## src/rtl/fsa_pkg.sv

```systemverilog
// fsa_pkg: shared types and codes of the fixed slot allocator
// command and status codes, channel payloads, controller/datapath handshake structs
// no dependencies

package fsa_pkg;

  // operation codes
  typedef enum logic [1:0] {
    CMD_ALLOC  = 2'd0,
    CMD_FREE   = 2'd1,
    CMD_QUERY  = 2'd2,
    CMD_RESIZE = 2'd3
  } fsa_cmd_code_t;

  // result codes
  typedef enum logic [2:0] {
    STS_OK         = 3'd0,
    STS_BAD_SIZE   = 3'd1,
    STS_FULL       = 3'd2,
    STS_INACTIVE   = 3'd3,
    STS_RANGE      = 3'd4,
    STS_MISALIGNED = 3'd5,
    STS_NEEDS_MOVE = 3'd6,
    STS_NOT_ALLOC  = 3'd7
  } fsa_status_t;

  // request payload
  typedef struct packed {
    fsa_cmd_code_t cmd;
    logic [7:0]    req_size;
    logic [31:0]   address;
  } fsa_req_t;

  // response payload
  typedef struct packed {
    fsa_status_t status;
    logic [31:0] block_address;
    logic [7:0]  stored_size;
    logic [7:0]  live_blocks;
  } fsa_rsp_t;

  // step strobes from controller to datapath
  typedef struct packed {
    logic load;
    logic calc;
    logic fix;
    logic read;
    logic commit;
  } fsa_ctrl_t;

  // datapath status back to controller
  typedef struct packed {
    logic out_free;
  } fsa_stat_t;

endpackage

```

## src/rtl/fsa_if.sv

```systemverilog
// fsa_if: valid/ready channel interfaces of the fixed slot allocator
// request and response channels; depends on fsa_pkg

interface fsa_req_if;
  logic              valid;
  logic              ready;
  fsa_pkg::fsa_req_t payload;

  modport source (output valid, output payload, input ready);
  modport sink   (input valid, input payload, output ready);
endinterface

interface fsa_rsp_if;
  logic              valid;
  logic              ready;
  fsa_pkg::fsa_rsp_t payload;

  modport source (output valid, output payload, input ready);
  modport sink   (input valid, input payload, output ready);
endinterface

```

## src/rtl/fsa_ram.sv

```systemverilog
// fsa_ram: generic single write port, single read port RAM with registered read
// no dependencies

module fsa_ram #(
  parameter int WIDTH = 8,
  parameter int DEPTH = 128
) (
  input  logic                                   clk,
  input  logic                                   we,
  input  logic [(DEPTH > 1 ? $clog2(DEPTH) : 1)-1:0] waddr,
  input  logic [WIDTH-1:0]                       wdata,
  input  logic                                   re,
  input  logic [(DEPTH > 1 ? $clog2(DEPTH) : 1)-1:0] raddr,
  output logic [WIDTH-1:0]                       rdata
);

  logic [WIDTH-1:0] mem [DEPTH];

  // write port
  always_ff @(posedge clk) begin
    if (we) begin
      mem[waddr] <= wdata;
    end
  end

  // registered read port
  always_ff @(posedge clk) begin
    if (re) begin
      rdata <= mem[raddr];
    end
  end

endmodule

```

## src/rtl/fsa_ctrl.sv

```systemverilog
// fsa_ctrl: sequencer of the fixed slot allocator
// walks each command through load, calc, fix, read and commit; depends on fsa_pkg

module fsa_ctrl (
  input  logic               clk,
  input  logic               rst,
  input  logic               in_valid,
  output logic               in_ready,
  input  fsa_pkg::fsa_stat_t stat,
  output fsa_pkg::fsa_ctrl_t ctrl
);

  typedef enum logic [4:0] {
    ST_IDLE = 5'b00001,
    ST_CALC = 5'b00010,
    ST_FIX  = 5'b00100,
    ST_READ = 5'b01000,
    ST_DONE = 5'b10000
  } state_t;

  state_t state;
  state_t state_next;

  // state register
  always_ff @(posedge clk) begin
    if (rst) begin
      state <= ST_IDLE;
    end else begin
      state <= state_next;
    end
  end

  // next state and step strobes
  always_comb begin
    state_next  = state;
    ctrl        = '0;
    in_ready    = 1'b0;
    unique case (state)
      ST_IDLE: begin
        in_ready = 1'b1;
        if (in_valid) begin
          ctrl.load  = 1'b1;
          state_next = ST_CALC;
        end
      end
      ST_CALC: begin
        ctrl.calc  = 1'b1;
        state_next = ST_FIX;
      end
      ST_FIX: begin
        ctrl.fix   = 1'b1;
        state_next = ST_READ;
      end
      ST_READ: begin
        ctrl.read  = 1'b1;
        state_next = ST_DONE;
      end
      ST_DONE: begin
        // hold until the output register can take the result
        if (stat.out_free) begin
          ctrl.commit = 1'b1;
          state_next  = ST_IDLE;
        end
      end
      default: begin
        state_next = ST_IDLE;
      end
    endcase
  end

endmodule

```

## src/rtl/fsa_dp.sv

```systemverilog
// fsa_dp: datapath of the fixed slot allocator
// address decode, occupancy vector, size RAM, counters and output register
// depends on fsa_pkg and fsa_ram

module fsa_dp #(
  parameter int SLOT_COUNT = 128,
  parameter int SLOT_SIZE  = 128
) (
  input  logic               clk,
  input  logic               rst,
  input  logic               cfg_we,
  input  logic [31:0]        cfg_wdata,
  input  fsa_pkg::fsa_req_t  in_data,
  input  fsa_pkg::fsa_ctrl_t ctrl,
  output fsa_pkg::fsa_stat_t stat,
  output logic               out_valid,
  input  logic               out_ready,
  output fsa_pkg::fsa_rsp_t  out_data
);

  localparam int IDX_W = (SLOT_COUNT > 1) ? $clog2(SLOT_COUNT) : 1;
  localparam int RSH   = 24;
  localparam logic [31:0] SPAN  = 32'(SLOT_COUNT * SLOT_SIZE);
  localparam logic [24:0] RECIP = 25'((1 << RSH) / SLOT_SIZE);
  localparam logic [7:0]  SIZE8 = 8'(SLOT_SIZE);
  localparam logic [15:0] SIZE16 = 16'(SLOT_SIZE);

  // captured command
  fsa_pkg::fsa_cmd_code_t cmd_r;
  logic [7:0]             req_r;
  logic [31:0]            addr_r;
  logic [31:0]            offset;

  // decode results
  logic                   range_bad;
  logic [40:0]            qprod;
  logic [IDX_W-1:0]       free_idx;
  logic                   full;
  logic [IDX_W-1:0]       slot;
  logic                   misal;
  logic [15:0]            alloc_prod;
  logic [31:0]            alloc_addr;
  logic                   slot_used;

  // persistent state
  logic [31:0]            data_base;
  logic [SLOT_COUNT-1:0]  occ;
  logic [7:0]             live_count;
  logic                   zone_active;

  // combinational helpers
  logic [IDX_W-1:0]       free_idx_next;
  logic                   full_next;
  logic [7:0]             q_est;
  logic [15:0]            rem;
  logic [7:0]             q_fix;
  logic [15:0]            rem_fix;

  // ram
  logic                   ram_we;
  logic [IDX_W-1:0]       ram_waddr;
  logic [7:0]             ram_wdata;
  logic [7:0]             ram_rdata;

  // commit results
  fsa_pkg::fsa_status_t   sts;
  logic [31:0]            baddr;
  logic [7:0]             ssize;
  logic [7:0]             live_next;
  logic                   zone_next;
  logic                   occ_set;
  logic                   occ_clr;

  // configuration register
  always_ff @(posedge clk) begin
    if (rst) begin
      data_base <= '0;
    end else if (cfg_we) begin
      data_base <= cfg_wdata;
    end
  end

  // capture transfer and form the offset from the data base
  always_ff @(posedge clk) begin
    if (ctrl.load) begin
      cmd_r  <= in_data.cmd;
      req_r  <= in_data.req_size;
      addr_r <= in_data.address;
      offset <= in_data.address - data_base;
    end
  end

  // lowest free slot over the occupancy vector
  always_comb begin
    free_idx_next = '0;
    full_next     = 1'b1;
    for (int i = SLOT_COUNT - 1; i >= 0; i--) begin
      if (!occ[i]) begin
        free_idx_next = IDX_W'(i);
        full_next     = 1'b0;
      end
    end
  end

  // range check, reciprocal product, free search
  always_ff @(posedge clk) begin
    if (ctrl.calc) begin
      range_bad <= (offset >= SPAN);
      qprod     <= 41'(offset[15:0]) * 41'(RECIP);
      free_idx  <= free_idx_next;
      full      <= full_next;
    end
  end

  // quotient correction: estimate is exact or one low
  always_comb begin
    q_est   = qprod[RSH +: 8];
    rem     = offset[15:0] - 16'(16'(q_est) * SIZE16);
    q_fix   = q_est;
    rem_fix = rem;
    if (rem >= SIZE16) begin
      q_fix   = q_est + 8'd1;
      rem_fix = rem - SIZE16;
    end
  end

  always_ff @(posedge clk) begin
    if (ctrl.fix) begin
      slot       <= q_fix[IDX_W-1:0];
      misal      <= (rem_fix != 16'd0);
      alloc_prod <= 16'(free_idx) * SIZE16;
    end
  end

  // slot lookup and alloc address
  always_ff @(posedge clk) begin
    if (ctrl.read) begin
      alloc_addr <= data_base + 32'(alloc_prod);
      slot_used  <= occ[slot];
    end
  end

  fsa_ram #(
    .WIDTH(8),
    .DEPTH(SLOT_COUNT)
  ) u_size_ram (
    .clk  (clk),
    .we   (ram_we),
    .waddr(ram_waddr),
    .wdata(ram_wdata),
    .re   (ctrl.read),
    .raddr(slot),
    .rdata(ram_rdata)
  );

  // command outcome
  always_comb begin
    sts       = fsa_pkg::STS_OK;
    baddr     = '0;
    ssize     = '0;
    live_next = live_count;
    zone_next = zone_active;
    occ_set   = 1'b0;
    occ_clr   = 1'b0;
    ram_we    = 1'b0;
    ram_waddr = slot;
    ram_wdata = req_r;
    if (cmd_r == fsa_pkg::CMD_ALLOC) begin
      ram_waddr = free_idx;
      if (req_r == 8'd0 || req_r > SIZE8) begin
        sts = fsa_pkg::STS_BAD_SIZE;
      end else begin
        zone_next = 1'b1;
        if (full) begin
          sts = fsa_pkg::STS_FULL;
        end else begin
          occ_set   = 1'b1;
          ram_we    = ctrl.commit;
          live_next = live_count + 8'd1;
          baddr     = alloc_addr;
        end
      end
    end else if (!zone_active) begin
      sts = fsa_pkg::STS_INACTIVE;
    end else if (range_bad) begin
      sts = fsa_pkg::STS_RANGE;
    end else if (cmd_r == fsa_pkg::CMD_RESIZE && req_r == 8'd0) begin
      sts = fsa_pkg::STS_BAD_SIZE;
    end else if (misal) begin
      sts = fsa_pkg::STS_MISALIGNED;
    end else if (!slot_used) begin
      sts = fsa_pkg::STS_NOT_ALLOC;
    end else begin
      case (cmd_r)
        fsa_pkg::CMD_FREE: begin
          occ_clr   = 1'b1;
          live_next = live_count - 8'd1;
          if (live_count == 8'd1) begin
            zone_next = 1'b0;
          end
        end
        fsa_pkg::CMD_QUERY: begin
          ssize = ram_rdata;
        end
        default: begin
          if (req_r > SIZE8) begin
            sts   = fsa_pkg::STS_NEEDS_MOVE;
            ssize = ram_rdata;
          end else begin
            ram_we = ctrl.commit;
            baddr  = addr_r;
          end
        end
      endcase
    end
  end

  // persistent state update
  always_ff @(posedge clk) begin
    if (rst) begin
      occ         <= '0;
      live_count  <= '0;
      zone_active <= 1'b0;
    end else if (ctrl.commit) begin
      live_count  <= live_next;
      zone_active <= zone_next;
      if (occ_set) begin
        occ[free_idx] <= 1'b1;
      end
      if (occ_clr) begin
        occ[slot] <= 1'b0;
      end
    end
  end

  // output register
  always_ff @(posedge clk) begin
    if (rst) begin
      out_valid <= 1'b0;
    end else if (ctrl.commit) begin
      out_valid <= 1'b1;
    end else if (out_ready) begin
      out_valid <= 1'b0;
    end
  end

  always_ff @(posedge clk) begin
    if (ctrl.commit) begin
      out_data.status        <= sts;
      out_data.block_address <= baddr;
      out_data.stored_size   <= ssize;
      out_data.live_blocks   <= live_next;
    end
  end

  assign stat.out_free  = !out_valid || out_ready;

endmodule

```

## src/rtl/fixed_slot_allocator_unit.sv

```systemverilog
// fixed_slot_allocator_unit: top level of the fixed slot allocator
// joins fsa_ctrl and fsa_dp; depends on fsa_pkg, fsa_if, fsa_ram, fsa_ctrl, fsa_dp
//
//   channel    role    signals                  moves
//   request    sink    valid ready payload      cmd, req_size, address
//   response   source  valid ready payload      status, block_address, stored_size,
//                                               live_blocks
//   config     write   cfg_we cfg_wdata         data_base
//
// the offset subtract happens at the request transfer; the result is registered
// after range check with reciprocal product and free search, quotient fix,
// size RAM read and commit; the next request can transfer once commit returns to idle;
// a new request is taken while the previous result waits in the output register;
// the commit step stalls while that register is still full
// reset clears the occupancy vector, live count and zone flag at once; no clearing pass

module fixed_slot_allocator_unit #(
  parameter int SLOT_COUNT = 128,
  parameter int SLOT_SIZE  = 128
) (
  input  logic        clk,
  input  logic        rst,
  input  logic        cfg_we,
  input  logic [31:0] cfg_wdata,
  fsa_req_if.sink     request,
  fsa_rsp_if.source   response
);

  fsa_pkg::fsa_ctrl_t ctrl;
  fsa_pkg::fsa_stat_t stat;
  logic               in_ready;
  logic               out_valid;
  fsa_pkg::fsa_rsp_t  out_data;

  fsa_ctrl u_ctrl (
    .clk     (clk),
    .rst     (rst),
    .in_valid(request.valid),
    .in_ready(in_ready),
    .stat    (stat),
    .ctrl    (ctrl)
  );

  fsa_dp #(
    .SLOT_COUNT(SLOT_COUNT),
    .SLOT_SIZE (SLOT_SIZE)
  ) u_dp (
    .clk      (clk),
    .rst      (rst),
    .cfg_we   (cfg_we),
    .cfg_wdata(cfg_wdata),
    .in_data  (request.payload),
    .ctrl     (ctrl),
    .stat     (stat),
    .out_valid(out_valid),
    .out_ready(response.ready),
    .out_data (out_data)
  );

  // channel hookup
  assign request.ready    = in_ready;
  assign response.valid   = out_valid;
  assign response.payload = out_data;

endmodule
```

## src/flat_wrapper.sv

```systemverilog
// flat-port wrapper written by rule: the top's interface ports become plain ports
module fixed_slot_allocator_unit_flat 
#(
  parameter int SLOT_COUNT = 128,
  parameter int SLOT_SIZE  = 128
)
  (clk, rst, cfg_we, cfg_wdata, request_valid, request_payload, request_ready, response_valid, response_payload, response_ready);
  fsa_req_if request_i ();
  fsa_rsp_if response_i ();
  input  logic clk;
  input  logic rst;
  input  logic cfg_we;
  input  logic [31:0] cfg_wdata;
  input wire logic [$bits(request_i.valid)-1:0] request_valid;
  input wire logic [$bits(request_i.payload)-1:0] request_payload;
  output wire logic [$bits(request_i.ready)-1:0] request_ready;
  output wire logic [$bits(response_i.valid)-1:0] response_valid;
  output wire logic [$bits(response_i.payload)-1:0] response_payload;
  input wire logic [$bits(response_i.ready)-1:0] response_ready;
  assign request_i.valid = request_valid;
  assign request_i.payload = request_payload;
  assign request_ready = request_i.ready;
  assign response_valid = response_i.valid;
  assign response_payload = response_i.payload;
  assign response_i.ready = response_ready;
  fixed_slot_allocator_unit #(.SLOT_COUNT(SLOT_COUNT), .SLOT_SIZE(SLOT_SIZE)) u_core (.clk(clk), .rst(rst), .cfg_we(cfg_we), .cfg_wdata(cfg_wdata), .request(request_i), .response(response_i));
endmodule
```

## config.mk

```make
export PLATFORM = sky130hd
export DESIGN_NAME = fixed_slot_allocator_unit_flat
export DESIGN_NICKNAME = d
export VERILOG_FILES = /design/src/rtl/fsa_pkg.sv /design/src/rtl/fsa_if.sv /design/src/rtl/fsa_ram.sv /design/src/rtl/fsa_ctrl.sv /design/src/rtl/fsa_dp.sv /design/src/rtl/fixed_slot_allocator_unit.sv /design/src/flat_wrapper.sv
export SDC_FILE = /design/constraint.sdc
export NUM_CORES = 2
export LEC_CHECK = 0
export BUFFER_PORTS_ARGS = -buffer_cell sky130_fd_sc_hd__buf_2
export CORE_ASPECT_RATIO = 0.75
export CORE_MARGIN = 2
export CORE_UTILIZATION = 60
export DETAILED_ROUTE_END_ITERATION = 12
export PLACE_DENSITY = 0.77
export SLEW_MARGIN = 20
export SYNTH_ARGS = -nofsm -noshare
export SYNTH_HDL_FRONTEND = slang
export SYNTH_HIERARCHICAL = 1
export SYNTH_SLANG_ARGS = --single-unit
```

## constraint.sdc

```tcl
create_clock -name clk -period 6.75 [get_ports clk]
set_clock_uncertainty 0.05 [all_clocks]
set_input_delay 1.35 -clock clk [delete_from_list [all_inputs] [get_ports clk]]
set_output_delay 1.35 -clock clk [all_outputs]
set_load 0.01 [all_outputs]
```

==> impl_metrics.csv <==
group,metric,value,unit
run_status,status,"finished clean",
clocking,clock_sinks,1397,
route,drc,0,
grt,grt_pass1_vias,32751,
floorplan,core_area,0.0958,mm²
sta,max_slew_margin,0.147,
pwr,swShare,0.209,
worst_setup_path,critPathKind,"reg2reg",
clocking,cts_max_level,4,
grt,gr-max-usage-layer,"met1",
logic_synthesis,async_reset_ff_frac,0,
logic_synthesis,synth_top_area_frac,0.631,
route,drt_pass1_iterations,9,
sta,hold_viol_final,0,
grt,grt_start_max_net_pins,150,
pwr,ir_drop,0.224,mV
grt,grt_overflow,0,
route,wl_per_cell,30.0,µm
logic_synthesis,synth_fp_nets,3694,
flow_run,drv_cap,0,
sta,min_period,4.84,ns
logic_synthesis,syn_area_per_cell,16.4,µm²
worst_setup_path,worstPathArrival,5.16,ns
worst_setup_path,end_kind,"flop",
worst_hold_path,hold_class,"reg2reg",
final_layout,final-instance-count-excl-fill,5106,
logic_synthesis,synth_area,0.0582,mm²
logic_synthesis,yosys_register_bits,1397,
logic_synthesis,synth-edff-count,1222,
final_layout,drive_gt1_frac,0.203,
route,vias_per_cell,6.90,
floorplan,rows,98,
route,drt-initial-drc-count,6663,
sta,fmax,0.207,GHz
final_layout,area_delta_synth_final,10.9,%
pwr,seqPwrFrac,0.546,
worst_setup_path,critPathLaunchType,"flop",
final_layout,stdcell_area,0.0646,mm²
pwr,p_per_area,271,mW/mm²
place,place_congestion,0.968,
clocking,post_cts_resized,0,
route,wirelength,153,mm
sta,fin_setup_tns,0,ns
logic_synthesis,ys_seq_area_frac,0.691,
pwr,p_int,0.0139,W
grt,grt_util_met3,0.0913,
logic_synthesis,ys_top_cells_by_count,"edfxtp_1, mux4_2, nor2_1",
sta,setup_viol,0,
logic_synthesis,yosysMostFrequentCell,"edfxtp_1",
route,ant_nets,0,
floorplan,die_area,0.0995,mm²
pwr,p_leak,20.2,nW
pwr,p_switching,0.00366,W
worst_setup_path,slowest_stage,"nor2_1",
grt,grt_first_pass_wirelength,224,mm
place,hpwlAfterDp,93.2,mm
grt,antenna_found_initial,7,
pwr,power_frac_comb,0.038,
worst_setup_path,max_stage_delay,0.88,ns
grt,use_met2,0.428,
clocking,cts_root_buf,"clkbuf_16",
place,place_area,0.0603,mm²
worst_setup_path,critPathRequiredTime,7.08,ns
pwr,power_frac_clock,0.416,
grt,grt_util_met1,0.488,
worst_setup_path,crit_chain,"buf_4 > nor3_1 > nand2_1 > nor3b_1 > nor3_1 > nand2_1 > nor3b_2 > nor2_1 > nor2_1 > buf_4 > nor2b_1 > nand2_1 > nor2_1",
logic_synthesis,yosys-top-cells-area,"edfxtp_1, mux4_2, dfxtp_1",
clocking,hold_buffers,0,
worst_setup_path,worstPathMaxFanout,54,
floorplan,start_util,0.608,
clocking,cts_tree,"yes",
grt,grt_usage,0.310,
floorplan,io_pins,132,
logic_synthesis,synth.distinct_cells,79,
sta,slew_viol_final,0,
place,dp_cells,4871,
final_layout,nets,3842,
route,via_count,35236,
logic_synthesis,yosys_warnings,6,
clocking,postCtsSetupRepairBufs,0,
clocking,cts_buffers,131,
sta,period_share,0.717,
logic_synthesis,synthCells,3556,
logic_synthesis,yosys.area.top_type,"edfxtp_1",
logic_synthesis,dominantRegCellSynth,"edfxtp_1",
floorplan,die_h,274,µm
final_layout,fillers,6161,
sta,tightest_slew,1.28,ns
place,io_buffers,131,
floorplan,die_x,364,µm
clocking,clk_path_buf_depth,3,
sta,rsz0062_at_grt,"false",
clocking,clock_latency,0.75,ns
clocking,cts.clk_slew.worst_paths,0.06,ns
==> state kept, by name, indices dropped and copies added (netlist names), 8 cells and up <==
name / cells
u_core/u_dp/live_count: 8
u_core/u_dp/data_base: 32
u_core/u_dp/out_data: 51
u_core/u_dp/addr_r: 32
u_core/u_dp/u_size_ram/mem: 1024
u_core/u_dp/qprod: 8
u_core/u_dp/offset: 32
u_core/u_dp/u_size_ram/rdata: 8
u_core/u_dp/ram_wdata: 8
u_core/u_dp/occ: 128
u_core/u_dp/alloc_addr: 32
==> critical path, delay by kind of cell (launching register included) <==
family	cells	cell delay, ns
and+or+nand+nor	11	3.33
buffers and inverters	2	0.74
DFF	1	0.32
==> layout by cell type, fill, tap and decap left out, types with 95 or more instances in the layout <==
cell type / netlist / final
clkbuf_16: 0 / 138
buf_2: 20 / 130
mux4_2: 337 / 337
a21oi_1: 175 / 175
nand2_1: 149 / 149
nor2_1: 314 / 307
nor3_1: 173 / 159
edfxtp_1: 1222 / 1222
dfxtp_1: 175 / 175
inv_1: 95 / 95
==> final timing paths <==
kind | from | depth (start not counted) | slack, ns | to
setup / recovery | u_core/u_dp/ram_wdata[1] | 13 | 1.91 | u_core/u_dp/u_size_ram/mem[0][6]
hold / removal | u_core/u_dp/offset[7] | 0 | 0.42 | u_core/u_dp/qprod[24]
setup reg to reg | u_core/u_dp/ram_wdata[1] | 13 | 1.91 | u_core/u_dp/u_size_ram/mem[0][6]
hold reg to reg | u_core/u_dp/offset[7] | 0 | 0.42 | u_core/u_dp/qprod[24]
==> per-stage QoR <==
| stage | worst slack, ns | hold slack, ns | utilization | power (W) |
|---|---|---|---|---|
| floorplan | 1.57 | 0.376 | - | 0.0101 |
| global placement | 1.65 | 0.411 | 0.630 | 0.0104 |
| detailed placement | 1.53 | 0.414 | 0.630 | 0.0104 |
| CTS | 1.97 | 0.421 | 0.674 | 0.0176 |
| global route | 1.73 | 0.438 | 0.674 | 0.0179 |
| finish | 1.91 | 0.421 | 0.674 | 0.0175 |
==> layer usage <==
metal  vias up  routed length [µm]
met1     17572               61000
met3       303               23300
met5         -                  46
met2      2893               65300
li1      14462                   -
met4         6                3490
==> power groups by stage <==
stage	logic, W	registers (W)	clock network [W]
floorplan	0.000332	0.00981	0
global placement	0.000631	0.00974	0
detailed placement	0.000646	0.00974	0
CTS	0.000651	0.00956	0.00737
global route	0.000709	0.00956	0.00768
finish	0.000660	0.00956	0.00729
==> layout make-up <==
type	count	area (µm²)	area share
diodes	1	2.50	0.0000388
clock buffers	170	3620	0.0561
clock inverters	64	568	0.00880
inverters	98	368	0.00570
multi-input cells	1889	17000	0.264
flip-flops and latches	1397	40200	0.623
well taps	1300	1630	0.0252
repair buffers	187	1140	0.0177
==> kinds of logic after synthesis <==
logic type / synth area share
xor+xnor: 0.0107
flops: 0.691
buf+inv: 0.0188
mux: 0.140
compound gates: 0.0555
simple gates: 0.0716
fa+ha+maj: 0.0131
Power figures use the tool's default switching activity.
